### config.mk
export PLATFORM = sky130hd
export DESIGN_NAME = ascii85_stream_decoder
export DESIGN_NICKNAME = d
export VERILOG_FILES = /design/src/rtl/a85_pkg.sv /design/src/rtl/a85_front.sv /design/src/rtl/a85_fifo.sv /design/src/rtl/a85_back.sv /design/src/rtl/ascii85_stream_decoder.sv
export SDC_FILE = /design/constraint.sdc
export NUM_CORES = 1
export LEC_CHECK = 0
export ABC_AREA = 1
export ABC_CLOCK_PERIOD_IN_PS = 11900
export BUFFER_PORTS_ARGS = -buffer_cell sky130_fd_sc_hd__buf_4
export CELL_PAD_IN_SITES_DETAIL_PLACEMENT = 0
export CELL_PAD_IN_SITES_GLOBAL_PLACEMENT = 1
export CORE_ASPECT_RATIO = 1.2
export CORE_UTILIZATION = 32
export CTS_BUF_LIST = sky130_fd_sc_hd__clkbuf_4
export CTS_CLUSTER_SIZE = 8
export DETAILED_ROUTE_END_ITERATION = 10
export PLACE_DENSITY_LB_ADDON = 0.1
export REMOVE_ABC_BUFFERS = 1
export SETUP_SLACK_MARGIN = 0.05
export SYNTH_ARGS = -nofsm -noshare
export SYNTH_HDL_FRONTEND = slang
export SYNTH_SLANG_ARGS = --single-unit
### constraint.sdc
create_clock -name aclk -period 11.9 [get_ports aclk]
set_clock_uncertainty 0.1 [all_clocks]
set_input_delay 2.38 -clock aclk [delete_from_list [all_inputs] [get_ports aclk]]
set_output_delay 2.38 -clock aclk [all_outputs]
set_load 0.05 [all_outputs]
### src/rtl/a85_pkg.sv
// a85_pkg: shared types, character codes and constants for the ascii85 stream decoder
// used by a85_front, a85_fifo, a85_back and ascii85_stream_decoder

package a85_pkg;

    localparam int FIFO_DEPTH = 2;
    localparam int PTR_W      = (FIFO_DEPTH > 1) ? $clog2(FIFO_DEPTH) : 1;
    localparam int CNT_W      = $clog2(FIFO_DEPTH + 1);

    localparam logic [7:0] CH_TAB  = 8'h09;
    localparam logic [7:0] CH_LF   = 8'h0A;
    localparam logic [7:0] CH_CR   = 8'h0D;
    localparam logic [7:0] CH_SP   = 8'h20;
    localparam logic [7:0] CH_BANG = 8'h21;
    localparam logic [7:0] CH_U    = 8'h75;
    localparam logic [7:0] CH_Z    = 8'h7A;

    localparam logic [19:0] RADIX = 20'd85;
    localparam logic [2:0]  GROUP_LAST_DIGIT = 3'd4;

    // one queued group: bytes go out high first, last_idx is byte count minus one
    typedef struct packed {
        logic [31:0] word;
        logic [1:0]  last_idx;
        logic        done;
    } grp_t;

    // 85^(5 - cnt): padding with digit 84 is (v + 1) * 85^k - 1
    function automatic logic [19:0] pad_factor(input logic [2:0] cnt);
        logic [19:0] f;
        begin
            case (cnt)
                3'd2:    f = 20'd614125;
                3'd3:    f = 20'd7225;
                default: f = 20'd85;
            endcase
            return f;
        end
    endfunction

endpackage

### src/rtl/a85_front.sv
// a85_front: accepts encoded characters, classifies them and runs the base-85 accumulator
// depends on a85_pkg; pushes finished groups into a85_fifo

module a85_front (
    input  logic             aclk,
    input  logic             aresetn,
    input  logic             in_valid,
    input  logic [7:0]       in_code,
    input  logic             in_eos,
    input  logic             q_full,
    output logic             in_ready,
    output logic             push,
    output a85_pkg::grp_t    push_data
);

    logic [31:0] group_value_reg, group_value_next;
    logic [2:0]  digit_count_reg, digit_count_next;
    logic        halted_reg, halted_next;

    logic        accept;
    logic [31:0] mul_a;
    logic [19:0] mul_b;
    logic [31:0] addend;
    logic [51:0] prod_full;
    logic [31:0] prod;
    logic [7:0]  digit;

    assign in_ready  = !q_full;
    assign accept    = in_valid && in_ready;
    assign digit     = in_code - a85_pkg::CH_BANG;
    assign prod_full = {20'b0, mul_a} * {32'b0, mul_b};
    assign prod      = prod_full[31:0] + addend;

    always_comb begin
        if (in_eos) begin
            mul_a  = group_value_reg + 32'd1;
            mul_b  = a85_pkg::pad_factor(digit_count_reg);
            addend = '1;
        end else begin
            mul_a  = group_value_reg;
            mul_b  = a85_pkg::RADIX;
            addend = {24'b0, digit};
        end
    end

    always_comb begin
        group_value_next   = group_value_reg;
        digit_count_next   = digit_count_reg;
        halted_next        = halted_reg;
        push               = 1'b0;
        push_data.word     = prod;
        push_data.last_idx = 2'd3;
        push_data.done     = 1'b0;
        if (accept) begin
            if (in_eos) begin
                push               = (digit_count_reg >= 3'd2);
                push_data.last_idx = 2'(digit_count_reg - 3'd2);
                push_data.done     = 1'b1;
                group_value_next   = '0;
                digit_count_next   = '0;
                halted_next        = 1'b0;
            end else if (!halted_reg) begin
                if (in_code inside {a85_pkg::CH_TAB, a85_pkg::CH_LF,
                                    a85_pkg::CH_CR, a85_pkg::CH_SP}) begin
                    // whitespace skipped
                end else if (in_code == a85_pkg::CH_Z) begin
                    push             = 1'b1;
                    push_data.word   = '0;
                    group_value_next = '0;
                    digit_count_next = '0;
                end else if (in_code inside {[a85_pkg::CH_BANG:a85_pkg::CH_U]}) begin
                    if (digit_count_reg == a85_pkg::GROUP_LAST_DIGIT) begin
                        push             = 1'b1;
                        group_value_next = '0;
                        digit_count_next = '0;
                    end else begin
                        group_value_next = prod;
                        digit_count_next = digit_count_reg + 3'd1;
                    end
                end else begin
                    halted_next = 1'b1;
                end
            end
        end
    end

    always_ff @(posedge aclk) begin
        if (!aresetn) begin
            group_value_reg <= '0;
            digit_count_reg <= '0;
            halted_reg      <= 1'b0;
        end else begin
            group_value_reg <= group_value_next;
            digit_count_reg <= digit_count_next;
            halted_reg      <= halted_next;
        end
    end

    a_cnt_range: assert property (@(posedge aclk) disable iff (!aresetn)
        digit_count_reg <= a85_pkg::GROUP_LAST_DIGIT)
        else $error("digit count beyond a group");

    a_halt_quiet: assert property (@(posedge aclk) disable iff (!aresetn)
        (accept && halted_reg && !in_eos) |-> !push && $stable(group_value_next))
        else $error("halted decoder produced a group");

    a_eos_clears: assert property (@(posedge aclk) disable iff (!aresetn)
        (accept && in_eos) |=> (digit_count_reg == 3'd0) && !halted_reg)
        else $error("end word did not clear decoder state");

endmodule

### src/rtl/a85_fifo.sv
// a85_fifo: short register queue of decoded groups between front and back
// depends on a85_pkg for grp_t and depth constants

module a85_fifo (
    input  logic             aclk,
    input  logic             aresetn,
    input  logic             push,
    input  a85_pkg::grp_t    push_data,
    input  logic             pop,
    output logic             full,
    output logic             valid,
    output a85_pkg::grp_t    pop_data
);

    a85_pkg::grp_t                 mem_reg [a85_pkg::FIFO_DEPTH];
    logic [a85_pkg::PTR_W-1:0]     wr_ptr_reg, wr_ptr_next;
    logic [a85_pkg::PTR_W-1:0]     rd_ptr_reg, rd_ptr_next;
    logic [a85_pkg::CNT_W-1:0]     count_reg, count_next;

    assign full     = (count_reg == a85_pkg::CNT_W'(a85_pkg::FIFO_DEPTH));
    assign valid    = (count_reg != '0);
    assign pop_data = mem_reg[rd_ptr_reg];

    always_comb begin
        wr_ptr_next = wr_ptr_reg;
        rd_ptr_next = rd_ptr_reg;
        count_next  = count_reg;
        if (push) begin
            wr_ptr_next = (wr_ptr_reg == a85_pkg::PTR_W'(a85_pkg::FIFO_DEPTH - 1))
                        ? '0 : wr_ptr_reg + a85_pkg::PTR_W'(1);
        end
        if (pop) begin
            rd_ptr_next = (rd_ptr_reg == a85_pkg::PTR_W'(a85_pkg::FIFO_DEPTH - 1))
                        ? '0 : rd_ptr_reg + a85_pkg::PTR_W'(1);
        end
        if (push && !pop) begin
            count_next = count_reg + a85_pkg::CNT_W'(1);
        end else if (pop && !push) begin
            count_next = count_reg - a85_pkg::CNT_W'(1);
        end
    end

    always_ff @(posedge aclk) begin
        if (push) begin
            mem_reg[wr_ptr_reg] <= push_data;
        end
    end

    always_ff @(posedge aclk) begin
        if (!aresetn) begin
            wr_ptr_reg <= '0;
            rd_ptr_reg <= '0;
            count_reg  <= '0;
        end else begin
            wr_ptr_reg <= wr_ptr_next;
            rd_ptr_reg <= rd_ptr_next;
            count_reg  <= count_next;
        end
    end

    a_no_overflow: assert property (@(posedge aclk) disable iff (!aresetn)
        !(push && full && !pop))
        else $error("group queue overflow");

endmodule

### src/rtl/a85_back.sv
// a85_back: takes queued groups and sends their bytes high first through an output register
// depends on a85_pkg for grp_t

module a85_back (
    input  logic             aclk,
    input  logic             aresetn,
    input  logic             q_valid,
    input  a85_pkg::grp_t    q_data,
    output logic             q_pop,
    output logic             m_tvalid,
    input  logic             m_tready,
    output logic [7:0]       m_tdata,
    output logic             m_tlast,
    output logic             m_tuser
);

    logic        busy_reg, busy_next;
    logic [31:0] word_reg, word_next;
    logic [1:0]  left_reg, left_next;
    logic        done_reg, done_next;
    logic        m_tvalid_reg, m_tvalid_next;
    logic [7:0]  m_tdata_reg, m_tdata_next;
    logic        m_tlast_reg, m_tlast_next;
    logic        m_tuser_reg, m_tuser_next;

    logic        out_free;
    logic        emit;
    logic        final_byte;

    assign out_free   = !m_tvalid_reg || m_tready;
    assign emit       = busy_reg && out_free;
    assign final_byte = (left_reg == 2'd0);
    assign q_pop      = q_valid && (!busy_reg || (emit && final_byte));

    always_comb begin
        busy_next     = busy_reg;
        word_next     = word_reg;
        left_next     = left_reg;
        done_next     = done_reg;
        m_tvalid_next = m_tvalid_reg;
        m_tdata_next  = m_tdata_reg;
        m_tlast_next  = m_tlast_reg;
        m_tuser_next  = m_tuser_reg;
        if (emit) begin
            m_tvalid_next = 1'b1;
            m_tdata_next  = word_reg[31:24];
            m_tlast_next  = final_byte;
            m_tuser_next  = done_reg && final_byte;
            word_next     = {word_reg[23:0], 8'h00};
            left_next     = left_reg - 2'd1;
            if (final_byte) begin
                busy_next = 1'b0;
            end
        end else if (m_tready) begin
            m_tvalid_next = 1'b0;
        end
        if (q_pop) begin
            busy_next = 1'b1;
            word_next = q_data.word;
            left_next = q_data.last_idx;
            done_next = q_data.done;
        end
    end

    always_ff @(posedge aclk) begin
        word_reg    <= word_next;
        left_reg    <= left_next;
        done_reg    <= done_next;
        m_tdata_reg <= m_tdata_next;
        m_tlast_reg <= m_tlast_next;
        m_tuser_reg <= m_tuser_next;
    end

    always_ff @(posedge aclk) begin
        if (!aresetn) begin
            busy_reg     <= 1'b0;
            m_tvalid_reg <= 1'b0;
        end else begin
            busy_reg     <= busy_next;
            m_tvalid_reg <= m_tvalid_next;
        end
    end

    assign m_tvalid = m_tvalid_reg;
    assign m_tdata  = m_tdata_reg;
    assign m_tlast  = m_tlast_reg;
    assign m_tuser  = m_tuser_reg;

    a_done_is_last: assert property (@(posedge aclk) disable iff (!aresetn)
        (m_tvalid_reg && m_tuser_reg) |-> m_tlast_reg)
        else $error("stream done flag off the last byte of a group");

endmodule

### src/rtl/ascii85_stream_decoder.sv
// ascii85_stream_decoder: top level of the streaming ascii85 decoder
// depends on a85_pkg, a85_front, a85_fifo and a85_back
//
// One encoded character is taken per word on the s_ side; s_tlast marks the end word, which
// flushes a partial group (padded with digit 84) and returns the decoder to its reset state.
// A character word is accepted in the cycle it arrives whenever the two-entry group queue has
// room; the front does its multiply-by-85 accumulate in that same cycle, so whitespace and
// digits stream at one word per clock while the queue has room. Each finished group (five
// digits, 'z' or a flush) is queued and sent out one byte per clock while m_tready allows,
// high byte first, from a registered output stage; five-digit groups are bound by their
// input words, while a run of 'z' words is bound by the byte side. The first byte of a group
// goes through the group queue, the word register and the output register. m_tlast marks the
// last byte caused by one input word, m_tuser the last byte of an end-of-stream flush.

module ascii85_stream_decoder (
    input  logic       aclk,
    input  logic       aresetn,
    input  logic       s_tvalid,
    output logic       s_tready,
    input  logic [7:0] s_tdata,   // [7:0] code_byte
    input  logic       s_tlast,   // end_of_stream
    output logic       m_tvalid,
    input  logic       m_tready,
    output logic [7:0] m_tdata,   // [7:0] data_byte
    output logic       m_tlast,   // last_in_run
    output logic       m_tuser    // [0] stream_done
);

    logic          q_full;
    logic          q_push;
    logic          q_pop;
    logic          q_valid;
    a85_pkg::grp_t q_wdata;
    a85_pkg::grp_t q_rdata;

    a85_front u_front (
        .aclk      (aclk),
        .aresetn   (aresetn),
        .in_valid  (s_tvalid),
        .in_code   (s_tdata),
        .in_eos    (s_tlast),
        .q_full    (q_full),
        .in_ready  (s_tready),
        .push      (q_push),
        .push_data (q_wdata)
    );

    a85_fifo u_fifo (
        .aclk      (aclk),
        .aresetn   (aresetn),
        .push      (q_push),
        .push_data (q_wdata),
        .pop       (q_pop),
        .full      (q_full),
        .valid     (q_valid),
        .pop_data  (q_rdata)
    );

    a85_back u_back (
        .aclk     (aclk),
        .aresetn  (aresetn),
        .q_valid  (q_valid),
        .q_data   (q_rdata),
        .q_pop    (q_pop),
        .m_tvalid (m_tvalid),
        .m_tready (m_tready),
        .m_tdata  (m_tdata),
        .m_tlast  (m_tlast),
        .m_tuser  (m_tuser)
    );

endmodule

==> Word-level counts from Yosys, hierarchy flattened <==
Memories as Yosys holds them, arrays and structs flattened. A register that Yosys moved wholly into a read port is not among the register bits.
Cells that the tools add are included.
{ "op_classes": {"n_addsub": 10, "mul": 1, "n_lt_le_gt_ge": 3, "n_eq_ne": 11, "muxes": 51, "n_reduce_logical": 25} }
{ "ops": {"columns": ["operator", "n"], "rows": [
  ["$mux W32", 14],
  ["$pmux W20 S2", 1],
  ["$mux W35", 1],
  ["$add A32 B1 Y32 const B", 1],
  ["$add A32 B32 Y32", 1],
  ["$mul A32 B20 Y32", 1],
  ["$eq A8 B4 Y1 const B", 3],
  ["$mux W1", 23],
  ["$mux W3", 7],
  ["$mux W20", 1],
  ["$reduce_bool A2 Y1", 5],
  ["$eq A8 B6 Y1 const B", 1],
  ["$eq A8 B7 Y1 const B", 1],
  ["$ge A8 B6 Y1 const B", 1],
  ["$le A8 B7 Y1 const B", 1],
  ["$logic_and A1 B1 Y1", 8],
  ["$mux W2", 4],
  ["$sub A8 B6 Y8 const B", 1],
  ["$eq A3 B2 Y1 const B", 2],
  ["$logic_not A1 Y1", 5],
  ["$ne A2 B2 Y1 const B", 2],
  ["$reduce_and A4 Y1", 1],
  ["$reduce_bool A4 Y1", 1],
  ["$sub A2 B1 Y2 const B", 2],
  ["other kinds (11)", 13]
]} }
{ "word_totals": {"regBits": 87, "ram_bits": 70, "out_inout_bits": 12, "mem_count": 1} }
{ "memory_table": {"columns": ["memory", "depth", "width", "rd", "rd_clocked_by_memory_dff", "wr", "line_no", "source"], "rows": [
  ["u_fifo.mem_reg", 2, 35, 1, 1, 1, "a85_fifo.sv:15", "a85_pkg::grp_t mem_reg [a85_pkg::FIFO_DEPTH];"]
]} }

==> Depth between registers and ports, before layout <==
{ "depth": {"depth_word": 12, "ltp_mapped": 41} }

==> Modules after synthesis <==
Synthesis repeated with hierarchy kept, for this count alone.
{ "unflattened": {"cells_unflattened": 2262, "area_unflattened_um2": 19463.7} }
{ "by_module_without_submodules": {"columns": ["module", "instances", "cells_each", "area_per_inst_um2", "seq_area_each_um2"], "rows": [
  ["a85_front", 1, 1950, 14592.7, 720.7],
  ["a85_fifo", 1, 144, 2907.8, 2202.1],
  ["a85_back", 1, 168, 1963.1, 1391.3]
]} }

==> Least setup slack after synthesis <==
Ideal clock, no wire load.
{ "synth_path": {"path_type": "input port to flip-flop", "startpoint": "input s_tlast", "endpoint": "memory u_fifo.mem_reg[0][31] (netlist bit), data pin", "setup_time_ns": 0.270, "arrival_ns": 9.112, "t_required_ns": 11.530, "path_slack_ns": 2.418, "stages": 30, "path_buffers": 5, "path_cell_list": "buf_4 buf_2 clkbuf_1 clkbuf_1 buf_1 nor2_1 a31oi_1 nor2_1 fa_1 inv_1 fa_1 inv_1 fa_1 fa_1 fa_1 fa_1 inv_1 fa_1 inv_1 ha_1 nand2_1 nor4_1 nand3_1 nand3_1 nand3_1 nand2_1 a31oi_1 xor2_1 inv_1 nor2_1"} }
{ "synth_lines": {"columns": ["item", "line_no", "source"], "rows": [
  ["start: declaration", "ascii85_stream_decoder.sv:21", "input logic s_tlast,"],
  ["end: declaration", "a85_fifo.sv:15", null]
]} }

==> flow_summary.json <==
{
  "cts_tree": "yes",
  "critPathMaxFanout": 20,
  "multi_input_area_um2": 12300,
  "die_w_um": 224,
  "post-route-min-period_ns": 10.19,
  "ant_nets": 0,
  "clock_sinks": 158,
  "cts_resized": 0,
  "seq_area_um2": 4310,
  "cp-start-kind": "primary input",
  "post-synth-top-count-cell": "inv_1",
  "slew-limit-headroom_pct": 32.6,
  "yosysTopAreaCell": "fa_1",
  "ys_seq_area_share_pct": 22.8,
  "grt_first_pass_wirelength_mm": 89.3,
  "maxCapViolCount": 0,
  "chipHeight_um": 269,
  "status": "finished, final reports clean",
  "cts-root-buf": "clkbuf_4",
  "path_clk_slew_ns": 0.12,
  "min_path_type": "reg2reg",
  "largest_reg_flops": 70,
  "synth_common_cells": "inv_1 (569), nand2_1 (373), fa_1 (261)",
  "clk_latency_ns": 0.56,
  "ys_seq_elements": 158,
  "synth_cells": 2244,
  "core_um2": 58400,
  "start_util_pct": 32.4,
  "synth_area_leaders": "fa_1 (28%), edfxtp_1 (18%), inv_1 (11%), ha_1 (11%), nand2_1 (7.4%)",
  "cp_data_arrival_time_ns": 10.49,
  "io_buffers": 24,
  "hpwlAfterDp_mm": 50.3,
  "worstPathRequired_ns": 12.20,
  "area_delta_synth_final_pct": 7.52,
  "globalRouteOverflowTotal": 0,
  "syn_avg_cell_area_um2": 8.44,
  "grt_pass1_vias": 14900,
  "rsz0062_at_grt": "no",
  "route.detailed.drc": 0,
  "cts_made_buffers": 17,
  "postCtsSetupRepairBufs": 0,
  "place.gp.congestion": 0.852,
  "synthesis.area_um2": 18900,
  "slew_viol_final": 0,
  "synth-edff-count": 115,
  "vias": 14000,
  "fmax_mhz": 98.1,
  "end_kind": "register",
  "worst_path_largest_cell_delay_ns": 0.75,
  "hold_viol": 0,
  "slowest_stage": "nor2_1",
  "period_share_pct": 85.6,
  "ctsHtreeMaxLevel": 4,
  "finalWirelength_mm": 58.1,
  "max_slew.worst_pin.slew_ns": 1.01,
  "dieArea_um2": 60200,
  "clockBufferDepth": 2,
  "synthDistinctLibCells": 53,
  "criticalPathCategory": "in2reg",
  "antenna_found_initial": 1,
  "wl_per_cell_um": 19.0,
  "drtIter0Drc": 699,
  "yosysWarnings": 0,
  "postCtsHoldBufs": 0,
  "path_delay_family": "adder cells",
  "fin_setup_tns_ns": 0,
  "rows": 97,
  "finalSetupViolCount": 0,
  "synthDominantCellAreaShare_pct": 27.6,
  "synthArstFlopShare_pct": 0,
  "io_pins": 25,
  "synth_flop_cell": "edfxtp_1",
  "first_pass_iters": 6,
  "vias_per_cell": 4.58,
  "grt_usage_pct": 19.9,
  "fillerInstances": 6245,
  "drive_above_1_share_pct": 5.90,
  "cp_num_buf_inv": 9,
  "grt_max_degree": 59,
  "layout.nets": 2697
}
-- area by class of cell --
cell class	instances	area share (%)
inverter	579	10.7
tap	792	4.87
clock inverter	14	0.627
antenna	1	0.0123
multi-input combinational	1458	60.3
sequential	158	21.2
timing repair buffer	44	1.62
clock buffer	18	0.664
-- layer usage --
metal	part of all wire (%)	vias to the layer above	track usage (%)	wire length (um)
met5	0	-	0	0
met4	1.4	0	4.02	837
met3	1.7	35	1.00	982
met2	53	176	37.8	31100
met1	43	6931	24.7	25200
li1	-	6885	-	-
-- metrics by stage --
| step | area, um^2 | util (%) | cells | worst slack, ns | hold slack [ns] |
|---|---|---|---|---|---|
| after floorplan | 18700 | - | 2195 | 1.83 | 0.300 |
| after global placement | 20100 | 34.4 | 3031 | 1.09 | 0.302 |
| after detailed placement | 20100 | 34.4 | 3031 | 1.08 | 0.306 |
| after CTS | 20400 | 34.9 | 3063 | 1.70 | 0.337 |
| after global routing | 20400 | 34.9 | 3064 | 1.39 | 0.347 |
| final | 20400 | 34.9 | 3064 | 1.71 | 0.335 |
-- worst paths after layout --
check	from	end	slack, ns	depth (start not counted)
worst max-delay path	s_tlast	u_fifo.mem_reg[0][28]$_DFFE_PP_	1.71	28
worst min-delay path	u_back.word_reg[25]$_DFFE_PP_	u_back.m_tdata[1]$_DFFE_PP_	0.34	0
worst max register to register	u_front.group_value_reg[0]$_SDFFE_PN0P_	u_fifo.mem_reg[0][28]$_DFFE_PP_	2.53	31
worst min register to register	u_back.word_reg[25]$_DFFE_PP_	u_back.m_tdata[1]$_DFFE_PP_	0.34	0
-- worst reg2reg max path: cells and delay by family (launching register included) --
family	cells	cell delay, ns
fa+ha+maj	9	4.15
simple gates	8	1.65
compound gates	4	1.51
flops	1	0.69
xor+xnor	3	0.68
buf+inv	7	0.46
-- layout by cell type (no fill, tap or decap), types with 36 or more instances in the layout --
master	n
a21oi_1	94
edfxtp_1	115
o21ai_0	56
ha_1	165
fa_1	261
inv_1	569
xor2_1	36
nor2_1	233
nand2_1	373
buf_4	44
dfxtp_1	43
nand3_1	53
-- kinds of logic (layout without fill, tap and decap cells) --
| family | Yosys count | count (layout) | share of synthesized area [%] |
|---|---|---|---|
| other | 0 | 1 | 0 |
| xor gates and xnor gates | 60 | 60 | 2.77 |
| DFF | 158 | 158 | 22.8 |
| AOI/OAI and AO/OA | 229 | 229 | 6.94 |
| buffers and inverters | 628 | 655 | 12.6 |
| and+or+nand+nor | 743 | 743 | 16.4 |
| adders and majority gates | 426 | 426 | 38.5 |
Power is not shown: default switching activity piles up to over one toggle a cycle in this logic, so the estimate is an artifact.
